<file path="src/hdl/b64enc_pkg.sv">
// Shared types and constants of the base64 stream encoder.
// Holds the job record passed from the front end to the character emitter.
// No dependencies.
package b64enc_pkg;

  // Most characters one input item can produce (one-byte tail plus newline)
  localparam int unsigned JOB_CHARS = 5;
  localparam int unsigned CNT_W     = 3;
  localparam int unsigned QUEUE_DEPTH = 2;
  localparam int unsigned QPTR_W    = 1;

  localparam logic [6:0] CHAR_PAD   = 7'h3D;  // '='
  localparam logic [6:0] CHAR_NL    = 7'h0A;  // newline
  localparam logic [6:0] CHAR_PLUS  = 7'h2B;  // '+'
  localparam logic [6:0] CHAR_SLASH = 7'h2F;  // '/'

  // Group phase codes
  localparam logic [1:0] PH_FIRST  = 2'd0;
  localparam logic [1:0] PH_SECOND = 2'd1;
  localparam logic [1:0] PH_THIRD  = 2'd2;

  // Configuration register indexes
  localparam logic REG_WRAP_ENABLE = 1'b0;

  typedef logic [JOB_CHARS-1:0][6:0] char_vec_t;

  // One input item's worth of output characters
  typedef struct packed {
    char_vec_t        chars;
    logic [CNT_W-1:0] count;
    logic             last;
  } job_t;

  // Standard alphabet lookup of one 6-bit value
  function automatic logic [6:0] b64_char(input logic [5:0] v);
    logic [6:0] c;
    if (v < 6'd26) begin
      c = 7'h41 + {1'b0, v};
    end else if (v < 6'd52) begin
      c = 7'h61 + {1'b0, v} - 7'd26;
    end else if (v < 6'd62) begin
      c = 7'h30 + {1'b0, v} - 7'd52;
    end else if (v == 6'd62) begin
      c = CHAR_PLUS;
    end else begin
      c = CHAR_SLASH;
    end
    return c;
  endfunction

endpackage

</file>
<file path="src/hdl/b64enc_front.sv">
// Front end of the base64 encoder: takes bytes, tracks the group and line
// position and builds one job of output characters per byte.
// Depends on b64enc_pkg.
module b64enc_front #(
  parameter int unsigned LINE_BYTES = 57
) (
  input  logic               clk,
  input  logic               rst_n,
  input  logic               wrap_enable,
  input  logic               in_valid,
  output logic               in_ready,
  input  logic [7:0]         in_data_byte,
  input  logic               in_last_byte,
  input  logic               q_full,
  output logic               job_push,
  output b64enc_pkg::job_t   job
);
  import b64enc_pkg::*;

  localparam int unsigned GPL_RAW = LINE_BYTES / 3;
  localparam int unsigned GPL     = (GPL_RAW == 0) ? 1 : GPL_RAW;
  localparam int unsigned GCW     = (GPL > 1) ? $clog2(GPL) : 1;
  localparam logic [GCW-1:0] GCNT_LAST = GCW'(GPL - 1);

  logic [1:0]     phase_r, phase_nxt;
  logic [3:0]     held_r, held_nxt;
  logic [GCW-1:0] gcnt_r, gcnt_nxt;
  logic           line_end;

  assign in_ready = !q_full;
  assign job_push = in_valid && in_ready;
  assign line_end = (gcnt_r == GCNT_LAST);

  // Character selection and next position
  always_comb begin
    job.chars = '{default: CHAR_PAD};
    job.count = '0;
    job.last  = in_last_byte;
    phase_nxt = phase_r;
    held_nxt  = held_r;
    gcnt_nxt  = gcnt_r;
    case (phase_r)
      PH_SECOND: begin
        job.chars[0] = b64_char({held_r[1:0], in_data_byte[7:4]});
        job.count    = CNT_W'(1);
        held_nxt     = in_data_byte[3:0];
        phase_nxt    = PH_THIRD;
        if (in_last_byte) begin
          job.chars[1] = b64_char({in_data_byte[3:0], 2'b00});
          job.chars[2] = CHAR_PAD;
          job.chars[3] = CHAR_NL;
          job.count    = wrap_enable ? CNT_W'(4) : CNT_W'(3);
        end
      end
      PH_THIRD: begin
        job.chars[0] = b64_char({held_r, in_data_byte[7:6]});
        job.chars[1] = b64_char(in_data_byte[5:0]);
        job.chars[2] = CHAR_NL;
        job.count    = (wrap_enable && (line_end || in_last_byte)) ? CNT_W'(3) : CNT_W'(2);
        held_nxt     = '0;
        phase_nxt    = PH_FIRST;
        gcnt_nxt     = line_end ? '0 : gcnt_r + GCW'(1);
      end
      default: begin
        job.chars[0] = b64_char(in_data_byte[7:2]);
        job.count    = CNT_W'(1);
        held_nxt     = {2'b00, in_data_byte[1:0]};
        phase_nxt    = PH_SECOND;
        if (in_last_byte) begin
          job.chars[1] = b64_char({in_data_byte[1:0], 4'b0000});
          job.chars[2] = CHAR_PAD;
          job.chars[3] = CHAR_PAD;
          job.chars[4] = CHAR_NL;
          job.count    = wrap_enable ? CNT_W'(5) : CNT_W'(4);
        end
      end
    endcase
    // end of buffer returns to the start of a line
    if (in_last_byte) begin
      phase_nxt = PH_FIRST;
      held_nxt  = '0;
      gcnt_nxt  = '0;
    end
  end

  // Position state
  always_ff @(posedge clk) begin
    if (!rst_n) begin
      phase_r <= PH_FIRST;
      held_r  <= '0;
      gcnt_r  <= '0;
    end else if (job_push) begin
      phase_r <= phase_nxt;
      held_r  <= held_nxt;
      gcnt_r  <= gcnt_nxt;
    end
  end

endmodule

</file>
<file path="src/hdl/b64enc_queue.sv">
// Short job queue between the encoder front end and the character emitter.
// Register-based FIFO of job records. Depends on b64enc_pkg.
module b64enc_queue (
  input  logic             clk,
  input  logic             rst_n,
  input  logic             push,
  input  b64enc_pkg::job_t push_job,
  output logic             full,
  input  logic             pop,
  output logic             not_empty,
  output b64enc_pkg::job_t head
);
  import b64enc_pkg::*;

  job_t              entry_r [QUEUE_DEPTH];
  logic [QPTR_W-1:0] wr_ptr_r, rd_ptr_r;
  logic [QPTR_W:0]   fill_r, fill_nxt;

  assign full      = (fill_r == (QPTR_W+1)'(QUEUE_DEPTH));
  assign not_empty = (fill_r != '0);
  assign head      = entry_r[rd_ptr_r];

  always_comb begin
    fill_nxt = fill_r;
    if (push && !pop) begin
      fill_nxt = fill_r + (QPTR_W+1)'(1);
    end else if (pop && !push) begin
      fill_nxt = fill_r - (QPTR_W+1)'(1);
    end
  end

  // Pointers and fill level
  always_ff @(posedge clk) begin
    if (!rst_n) begin
      wr_ptr_r <= '0;
      rd_ptr_r <= '0;
      fill_r   <= '0;
    end else begin
      if (push) wr_ptr_r <= wr_ptr_r + QPTR_W'(1);
      if (pop)  rd_ptr_r <= rd_ptr_r + QPTR_W'(1);
      fill_r <= fill_nxt;
    end
  end

  // Storage
  always_ff @(posedge clk) begin
    if (push) entry_r[wr_ptr_r] <= push_job;
  end

endmodule

</file>
<file path="src/hdl/b64enc_back.sv">
// Character emitter of the base64 encoder: walks the head job of the queue
// and hands out one character per accepted output item. Depends on b64enc_pkg.
module b64enc_back (
  input  logic             clk,
  input  logic             rst_n,
  input  logic             job_valid,
  input  b64enc_pkg::job_t job,
  output logic             job_pop,
  output logic             out_valid,
  input  logic             out_ready,
  output logic [6:0]       out_char,
  output logic             out_last
);
  import b64enc_pkg::*;

  logic [CNT_W-1:0] idx_r, idx_nxt;
  logic             final_char;

  assign out_valid  = job_valid;
  assign final_char = (idx_r == job.count - CNT_W'(1));
  assign out_last   = job.last && final_char;
  assign job_pop    = out_valid && out_ready && final_char;

  // Character select within the job
  always_comb begin
    case (idx_r)
      3'd0:    out_char = job.chars[0];
      3'd1:    out_char = job.chars[1];
      3'd2:    out_char = job.chars[2];
      3'd3:    out_char = job.chars[3];
      3'd4:    out_char = job.chars[4];
      default: out_char = CHAR_PAD;
    endcase
  end

  always_comb begin
    idx_nxt = idx_r;
    if (out_valid && out_ready) begin
      idx_nxt = final_char ? '0 : idx_r + CNT_W'(1);
    end
  end

  always_ff @(posedge clk) begin
    if (!rst_n) begin
      idx_r <= '0;
    end else begin
      idx_r <= idx_nxt;
    end
  end

endmodule

</file>
<file path="src/hdl/base64_stream_encoder.sv">
// Top level of the base64 stream encoder with optional 76-column wrapping.
// Instantiates b64enc_front, b64enc_queue and b64enc_back; uses b64enc_pkg.
//
// Usage:
//   Input channel (in_*): one byte per item, in_last_byte marks the end of a
//   buffer. Output channel (out_*): one ASCII character per item, out_last on
//   the final character of a buffer (pad or newline included).
//   Config port (cfg_*): register 0 at byte address 0, bit 0 = wrap_enable;
//   write only while the encoder is idle. cfg_pready is tied high.
// Timing:
//   A byte is accepted whenever the two-entry job queue has room; with the
//   queue empty its first character is offered on the cycle after acceptance.
//   The output side emits one character per cycle while out_ready is high;
//   a byte yields 1 to 2 characters in a group (4 characters per 3 bytes), 3 at a
//   line break, and up to 5 for a buffer tail; sustained rate is set by the
//   single-character output port.
// Reset: synchronous, active low; clears group, line position, queue and
//   wrap_enable.
// Stall: when out_ready is low the queue fills and in_ready drops after two
//   bytes are buffered; nothing is lost.
module base64_stream_encoder #(
  parameter int unsigned LINE_BYTES = 57
) (
  input  logic        clk,
  input  logic        rst_n,
  input  logic        in_valid,
  output logic        in_ready,
  input  logic [7:0]  in_data_byte,
  input  logic        in_last_byte,
  output logic        out_valid,
  input  logic        out_ready,
  output logic [6:0]  out_char,
  output logic        out_last,
  input  logic        cfg_psel,
  input  logic        cfg_penable,
  input  logic        cfg_pwrite,
  input  logic [2:0]  cfg_paddr,
  input  logic [31:0] cfg_pwdata,
  output logic [31:0] cfg_prdata,
  output logic        cfg_pready
);
  import b64enc_pkg::*;

  logic wrap_r;
  logic q_full, q_not_empty, job_push, job_pop;
  job_t front_job, head_job;

  // Configuration register
  assign cfg_pready = 1'b1;
  always_ff @(posedge clk) begin
    if (!rst_n) begin
      wrap_r <= 1'b0;
    end else if (cfg_psel && cfg_penable && cfg_pwrite && cfg_pready &&
                 (cfg_paddr[2] == REG_WRAP_ENABLE)) begin
      wrap_r <= cfg_pwdata[0];
    end
  end
  assign cfg_prdata = (cfg_paddr[2] == REG_WRAP_ENABLE) ? {31'd0, wrap_r} : 32'd0;

  b64enc_front #(
    .LINE_BYTES(LINE_BYTES)
  ) u_front (
    .clk         (clk),
    .rst_n       (rst_n),
    .wrap_enable (wrap_r),
    .in_valid    (in_valid),
    .in_ready    (in_ready),
    .in_data_byte(in_data_byte),
    .in_last_byte(in_last_byte),
    .q_full      (q_full),
    .job_push    (job_push),
    .job         (front_job)
  );

  b64enc_queue u_queue (
    .clk      (clk),
    .rst_n    (rst_n),
    .push     (job_push),
    .push_job (front_job),
    .full     (q_full),
    .pop      (job_pop),
    .not_empty(q_not_empty),
    .head     (head_job)
  );

  b64enc_back u_back (
    .clk      (clk),
    .rst_n    (rst_n),
    .job_valid(q_not_empty),
    .job      (head_job),
    .job_pop  (job_pop),
    .out_valid(out_valid),
    .out_ready(out_ready),
    .out_char (out_char),
    .out_last (out_last)
  );

endmodule
</file>
<file path="config.mk">
export PLATFORM = sky130hd
export DESIGN_NAME = base64_stream_encoder
export DESIGN_NICKNAME = d
export VERILOG_FILES = /design/src/hdl/b64enc_pkg.sv /design/src/hdl/b64enc_front.sv /design/src/hdl/b64enc_queue.sv /design/src/hdl/b64enc_back.sv /design/src/hdl/base64_stream_encoder.sv
export SDC_FILE = /design/constraint.sdc
export NUM_CORES = 1
export LEC_CHECK = 0
export BUFFER_PORTS_ARGS = -buffer_cell sky130_fd_sc_hd__buf_2
export CORE_AREA = 2 2 112 114
export CTS_CLUSTER_DIAMETER = 100
export DETAILED_ROUTE_END_ITERATION = 12
export DIE_AREA = 0 0 114 116
export PLACE_DENSITY_LB_ADDON = 0.15
export SLEW_MARGIN = 10
export SYNTH_ARGS = -nofsm -noshare
export SYNTH_HDL_FRONTEND = slang
export SYNTH_HIERARCHICAL = 1
export SYNTH_SLANG_ARGS = --single-unit
</file>
<file path="constraint.sdc">
create_clock -name clk -period 3.6 [get_ports clk]
set_input_delay 0.36 -clock clk [delete_from_list [all_inputs] [get_ports clk]]
set_output_delay 0.36 -clock clk [all_outputs]
set_load 0.01 [all_outputs]
</file>
### Word level (Yosys, flattened, before mapping)

Memories as Yosys holds them, arrays and structs flattened. A register that Yosys moved wholly into a read port is not among the register bits.
Cells that the tools add are included.

| operators by class | value |
|---|---|
| add/subtract/negate cells | 37 |
| multiply operators | 0 |
| divide/modulo/power cells | 0 |
| $lt $le $gt $ge | 18 |
| equal/unequal tests | 13 |
| shift operators | 0 |
| multiplexer cells | 48 |
| bitwise operators | 1 |
| reduce and logical (&&, ||, !) cells | 20 |

Operators by type and width:

| operator | number |
|---|---|
| 7-bit 2-to-1 mux | 18 |
| 7-bit by 6-bit adder with 7-bit output (first input constant) | 12 |
| 6-bit < comparator (second input constant) | 12 |
| 24-bit case mux with 2 select lines | 1 |
| 6-bit by 6-bit adder with 7-bit output (first input constant) | 6 |
| 7-bit by 5-bit subtractor with 7-bit output (second input constant) | 6 |
| 7-bit by 6-bit subtractor with 7-bit output (second input constant) | 6 |
| 6-bit by 5-bit < comparator with 1-bit output (second input constant) | 6 |
| 7-bit case mux with 5 select lines | 1 |
| 27-bit 2-to-1 mux | 1 |
| 6-bit == test (second input constant) | 4 |
| 3-bit 2-to-1 mux | 8 |
| 20-bit 2-to-1 mux | 1 |
| 5-bit 2-to-1 mux | 3 |
| 7-bit case mux with 2 select lines | 1 |
| 1-bit logical AND | 10 |
| 4-bit case mux with 2 select lines | 1 |
| 1-bit 2-to-1 mux | 7 |
| 3-bit by 2-bit == test with 1-bit output (second input constant) | 2 |
| 2-bit 2-to-1 mux | 3 |
| 6-bit 2-to-1 mux | 1 |
| 2-bit nonzero test | 3 |
| 5-bit by 1-bit adder with 5-bit output (second input constant) | 1 |
| 5-bit == test (second input constant) | 1 |
| other kinds (18) | 22 |

| storage, ports and cells | value |
|---|---|
| flip-flop bits (word level) | 19 |
| latch bits | 0 |
| memory bits (writable) | 76 |
| ROM bits | 0 |
| bits of input ports | 51 |
| word-level logic and storage cells | 146 |
| memories kept | 1 |

Memories:

| name | words | width | rd ports | clocked after memory_dff | write ports | line | source |
|---|---|---|---|---|---|---|---|
| u_queue.entry_r | 2 | 38 | 1 | 1 | 1 | b64enc_queue.sv:15 | `job_t entry_r [QUEUE_DEPTH];` |

### Depth between registers and ports, before layout

| depth | value |
|---|---|
| word-level depth | 7 |
| mapped depth | 11 |
| mapped depth without buffers | 10 |

### Hierarchy

The synthesis kept the hierarchy.

By module, submodules not included:

| module | instances | cells each | area an instance (sq um) | sequential area each (sq um) |
|---|---|---|---|---|
| b64enc_queue | 1 | 143 | 3031.7 | 2442.3 |
| b64enc_front | 1 | 390 | 2646.3 | 220.2 |
| b64enc_back | 1 | 73 | 535.5 | 60.1 |
| base64_stream_encoder | 1 | 40 | 315.3 | 20.0 |

### Worst setup path before layout

OpenSTA, ideal clock, no wires.

| timing | value |
|---|---|
| kind | flip-flop to flip-flop |
| from | reg u_queue.fill_r[0] |
| to | mem u_queue/entry_r[0][0] in the netlist's numbering, enable pin |
| library setup time | 441 ps |
| arrival | 2818 ps |
| setup slack | 341 ps |
| stages on the path, launching flop included | 6 |
| clock period less this slack | 3259 ps |
| cells stage by stage | dfxtp_1 -> and2b_2 -> nand2b_1 -> buf_2 -> clkinv_1 -> nor2b_1 |

| on the way | value |
|---|---|
| cells in the longest elaborated chain, start to end | 5 |

RTL lines:

| what | line | source |
|---|---|---|
| from (decl) | b64enc_queue.sv:17 | `logic [QPTR_W:0] fill_r, fill_nxt;` |
| from (signal assigned) | b64enc_queue.sv:41 | `fill_r <= fill_nxt;` |
| 2-bit == test | b64enc_queue.sv:19 | `assign full = (fill_r == (QPTR_W+1)'(QUEUE_DEPTH));` |
| via q_full | base64_stream_encoder.sv:45 | `logic q_full, q_not_empty, job_push, job_pop;` |
| 1-bit zero test | b64enc_front.sv:30 | `assign in_ready = !q_full;` |
| 1-bit logical AND | b64enc_front.sv:31 | `assign job_push = in_valid && in_ready;` |
| via job_push | base64_stream_encoder.sv:45 |  |
| 1-bit 2-to-1 mux | b64enc_queue.sv:47 | `if (push) entry_r[wr_ptr_r] <= push_job;` |
| 1-bit 2-to-1 mux (not written as such) | b64enc_queue.sv:47 |  |
| to (decl) | b64enc_queue.sv:15 |  |

The timed path passes the listed nets, and every way through them passes these cells.

==> metrics.md <==
| Metric | Value |
|---|---|
| Routability cong. | `0.933` |
| M1 WL | `6.45 mm` |
| GR Overflow Total | `0` |
| Largest net degree at the start of global routing | `33` |
| CTS root buffer | `clkbuf_16` |
| Leakage power | `0.00249 µW` |
| All-layer global routing usage | `22.1%` |
| Number of port buffers | `28` |
| Vias | `4755` |
| Max Clock Skew | `0.00922 ns` |
| Vias/cell | `6.00` |
| Synthesis Warnings | `6` |
| Post-synthesis sequential area ratio | `42.0%` |
| Area Growth Syn to Fin | `4.22%` |
| Count of hold-fix buffers inserted at cts | `0` |
| Met2 WL | `6.93 mm` |
| Crit path DAT | `3.11 ns` |
| FFs w/ async S/R, synth | `0%` |
| Post-synth EDFFs | `78` |
| Row Count | `40` |
| Worst VDD drop | `0.000300 V` |
| Die H | `116 µm` |
| Clock sink total | `98` |
| Vias in the first global route | `4326` |
| Clock transition at the registers of the reported paths | `0.07 ns` |
| Num ports | `94` |
| Clk Latency, worst-skew pair | `0.35 ns` |
| Final count of negative-setup-slack endpoints | `0` |
| Share of cells above drive strength 1 | `16.9%` |
| CP Data Required Time | `3.88 ns` |
| Critical setup path kind | `flop to flop` |
| Wire length per cell | `18.2 µm` |
| Total power draw | `3270 µW` |
| Syn Area/Cell | `10.1 µm²` |
| Pins Over Slew Limit | `0` |
| Post-Synthesis Cells | `646` |
| DRT Pass-1 Iters | `5` |
| Slew headroom | `44.9%` |
| Status | `finished clean` |
| Core ar. | `0.0119 mm²` |
| Clock H-tree levels | `3` |
| Yosys reg bits | `98` |
| Antenna-violating nets left | `0` |
| Final period utilization | `78.5%` |
| Cell area after synthesis | `0.00653 mm²` |
| Final #Nets | `723` |
| DRC | `0` |
| Commonest non-fill, non-tap cells in the layout | `edfxtp_1 (78), nand2_1 (45), mux2_2 (44), conb_1 (38), ha_1 (32)` |
| RSZ-0062 raised after global routing | `no` |
| Yosys cell types | `70` |
| Crit path max fanout | `5` |
| Post-Route WL | `14.4 mm` |
| Routed wl met3 | `738 µm` |
| Setup TNS | `0 ns` |
| Top routing layer used | `met4` |
| Antenna fix cells | `0` |
| Max Cap Viol | `0` |
| Post-CTS Setup Inserts | `0` |
| CP startpoint kind | `flop` |
| Starting Density | `54.8%` |
| Slew @ Worst Pin | `0.827 ns` |
| PD cells | `481 mW/mm²` |
| Commonest non-fill, non-tap cell in the layout | `edfxtp_1` |
| Post-CTS sizing | `0` |
| DIE AREA | `0.0132 mm²` |
| Initial DRC count | `383` |
| Initial antenna violation count | `0` |
| Layout Cells excl Fill | `792` |
| Synth Flop Type | `edfxtp_1` |
| TritonCTS clock tree | `yes` |
| Fmax | `0.354 GHz` |
| First-pass GRT wire length | `22.6 mm` |
| Hold Vio Cnt, Final | `0` |
| Max Buffers Root-to-Sink | `2` |
| Placed Cells incl. Taps | `776` |
| DP HPWL | `10.0 mm` |
| Element type at the critical path end | `flop` |
| Die Wd | `114 µm` |
| Num CTS Buffers | `9` |
| HP Class | `input pin to flop` |
| Fin crit period | `2.83 ns` |
## routing by layer
metal  global-route usage (%)  vias up
li1                         -     2276
met1                     29.0     2286
met2                     36.3      167
met3                     4.65       26
met4                     7.89        0
met5                        0        -
## critical path: stages, from the launching register on
cell and delay, ns:
dfxtp_1 0.39, mux2_2 0.37, inv_1 0.08, ha_1 0.17
xor3_1 0.37, nor4_1 0.46, inv_1 0.11, ha_1 0.33
or3_1 0.35, a21boi_1 0.13
## state kept, by name, summed over array words and instances, names as in the netlist, named ones only
register and flops:
u_front/gcnt_r 5, u_queue/wr_ptr_r 1, u_queue/fill_r 2, wrap_r 1, u_queue/entry_r 78, u_back/idx_r 3
u_front/held_r 4, u_front/phase_r 2, u_queue/rd_ptr_r 1
## logic make-up after synthesis
logic type                 synth area share, %
AOI/OAI and AO/OA                         15.4
xor gates and xnor gates                  3.05
adders and majority gates                 6.13
buffers and inverters                     10.3
DFF                                       42.0
muxes                                     8.20
other                                    0.230
and+or+nand+nor                           14.7
## stage by stage
step / setup WS [ns] / util, % / instance area (µm²) / hold WS [ns]
6_report: 0.773 / 57.1 / 6800 / 0.257
3_5_place_dp: 0.752 / 54.6 / 6500 / 0.496
4_1_cts: 0.738 / 57.1 / 6800 / 0.244
5_1_grt: 0.587 / 57.1 / 6800 / 0.277
3_3_place_gp: 0.748 / 54.6 / 6500 / 0.472
2_1_floorplan: 0.341 / - / 6660 / 0.461
## where the power goes
group | total, µW | internal [µW] | switching (µW)
sequential | 1420 | 1380 | 44.4
clock | 974 | 549 | 426
combinational | 872 | 348 | 524
total | 3270 | 2280 | 994
## cell usage after synthesis (5+ instances only)
library cell / number / area, µm²
edfxtp_1: 78 / 2340
buf_4: 54 / 405
nand2_1: 45 / 169
mux2_2: 44 / 495
ha_1: 32 / 400
inv_1: 31 / 116
nor2_1: 30 / 113
a21oi_1: 29 / 145
nand3_1: 25 / 125
o21ai_0: 23 / 115
dfxtp_1: 20 / 400
clkbuf_1: 16 / 60.1
buf_2: 15 / 75.1
xnor2_1: 15 / 131
nor2b_1: 12 / 75.1
and2_1: 11 / 68.8
nand2b_1: 10 / 62.6
nand4_1: 10 / 62.6
nor3_1: 9 / 45.0
a21boi_0: 8 / 60.1
a31oi_1: 7 / 43.8
o311ai_0: 7 / 61.3
or3_1: 7 / 43.8
a211oi_1: 6 / 45.0
a21o_1: 6 / 45.0
a222oi_1: 6 / 60.1
o211ai_1: 6 / 45.0
a22oi_1: 5 / 37.5
and3_1: 5 / 31.3
or2_2: 5 / 31.3
xor2_1: 5 / 43.8
## final timing paths
check / start / to / slack, ns / depth (start not counted)
setup / recovery: flop / u_queue/fill_r[1] / 0.77 / 9
hold / removal: cfg_pwdata[0] / wrap_r / 0.26 / 3
setup reg to reg: flop / u_queue/fill_r[1] / 0.77 / 9
hold reg to reg: u_queue/fill_r[1] / u_queue/fill_r[1] / 0.50 / 2
## area by class of cell
type                    count  area, µm²
flip-flops and latches     98       2740
clock buffers              10        229
repair buffers             35        205
inverters                  32        120
multi-input cells         464       3250
well taps                 147        184
fillers                  1066       5110
clock inverters             6       72.6
Note: power is estimated with default switching activity, not from simulation.
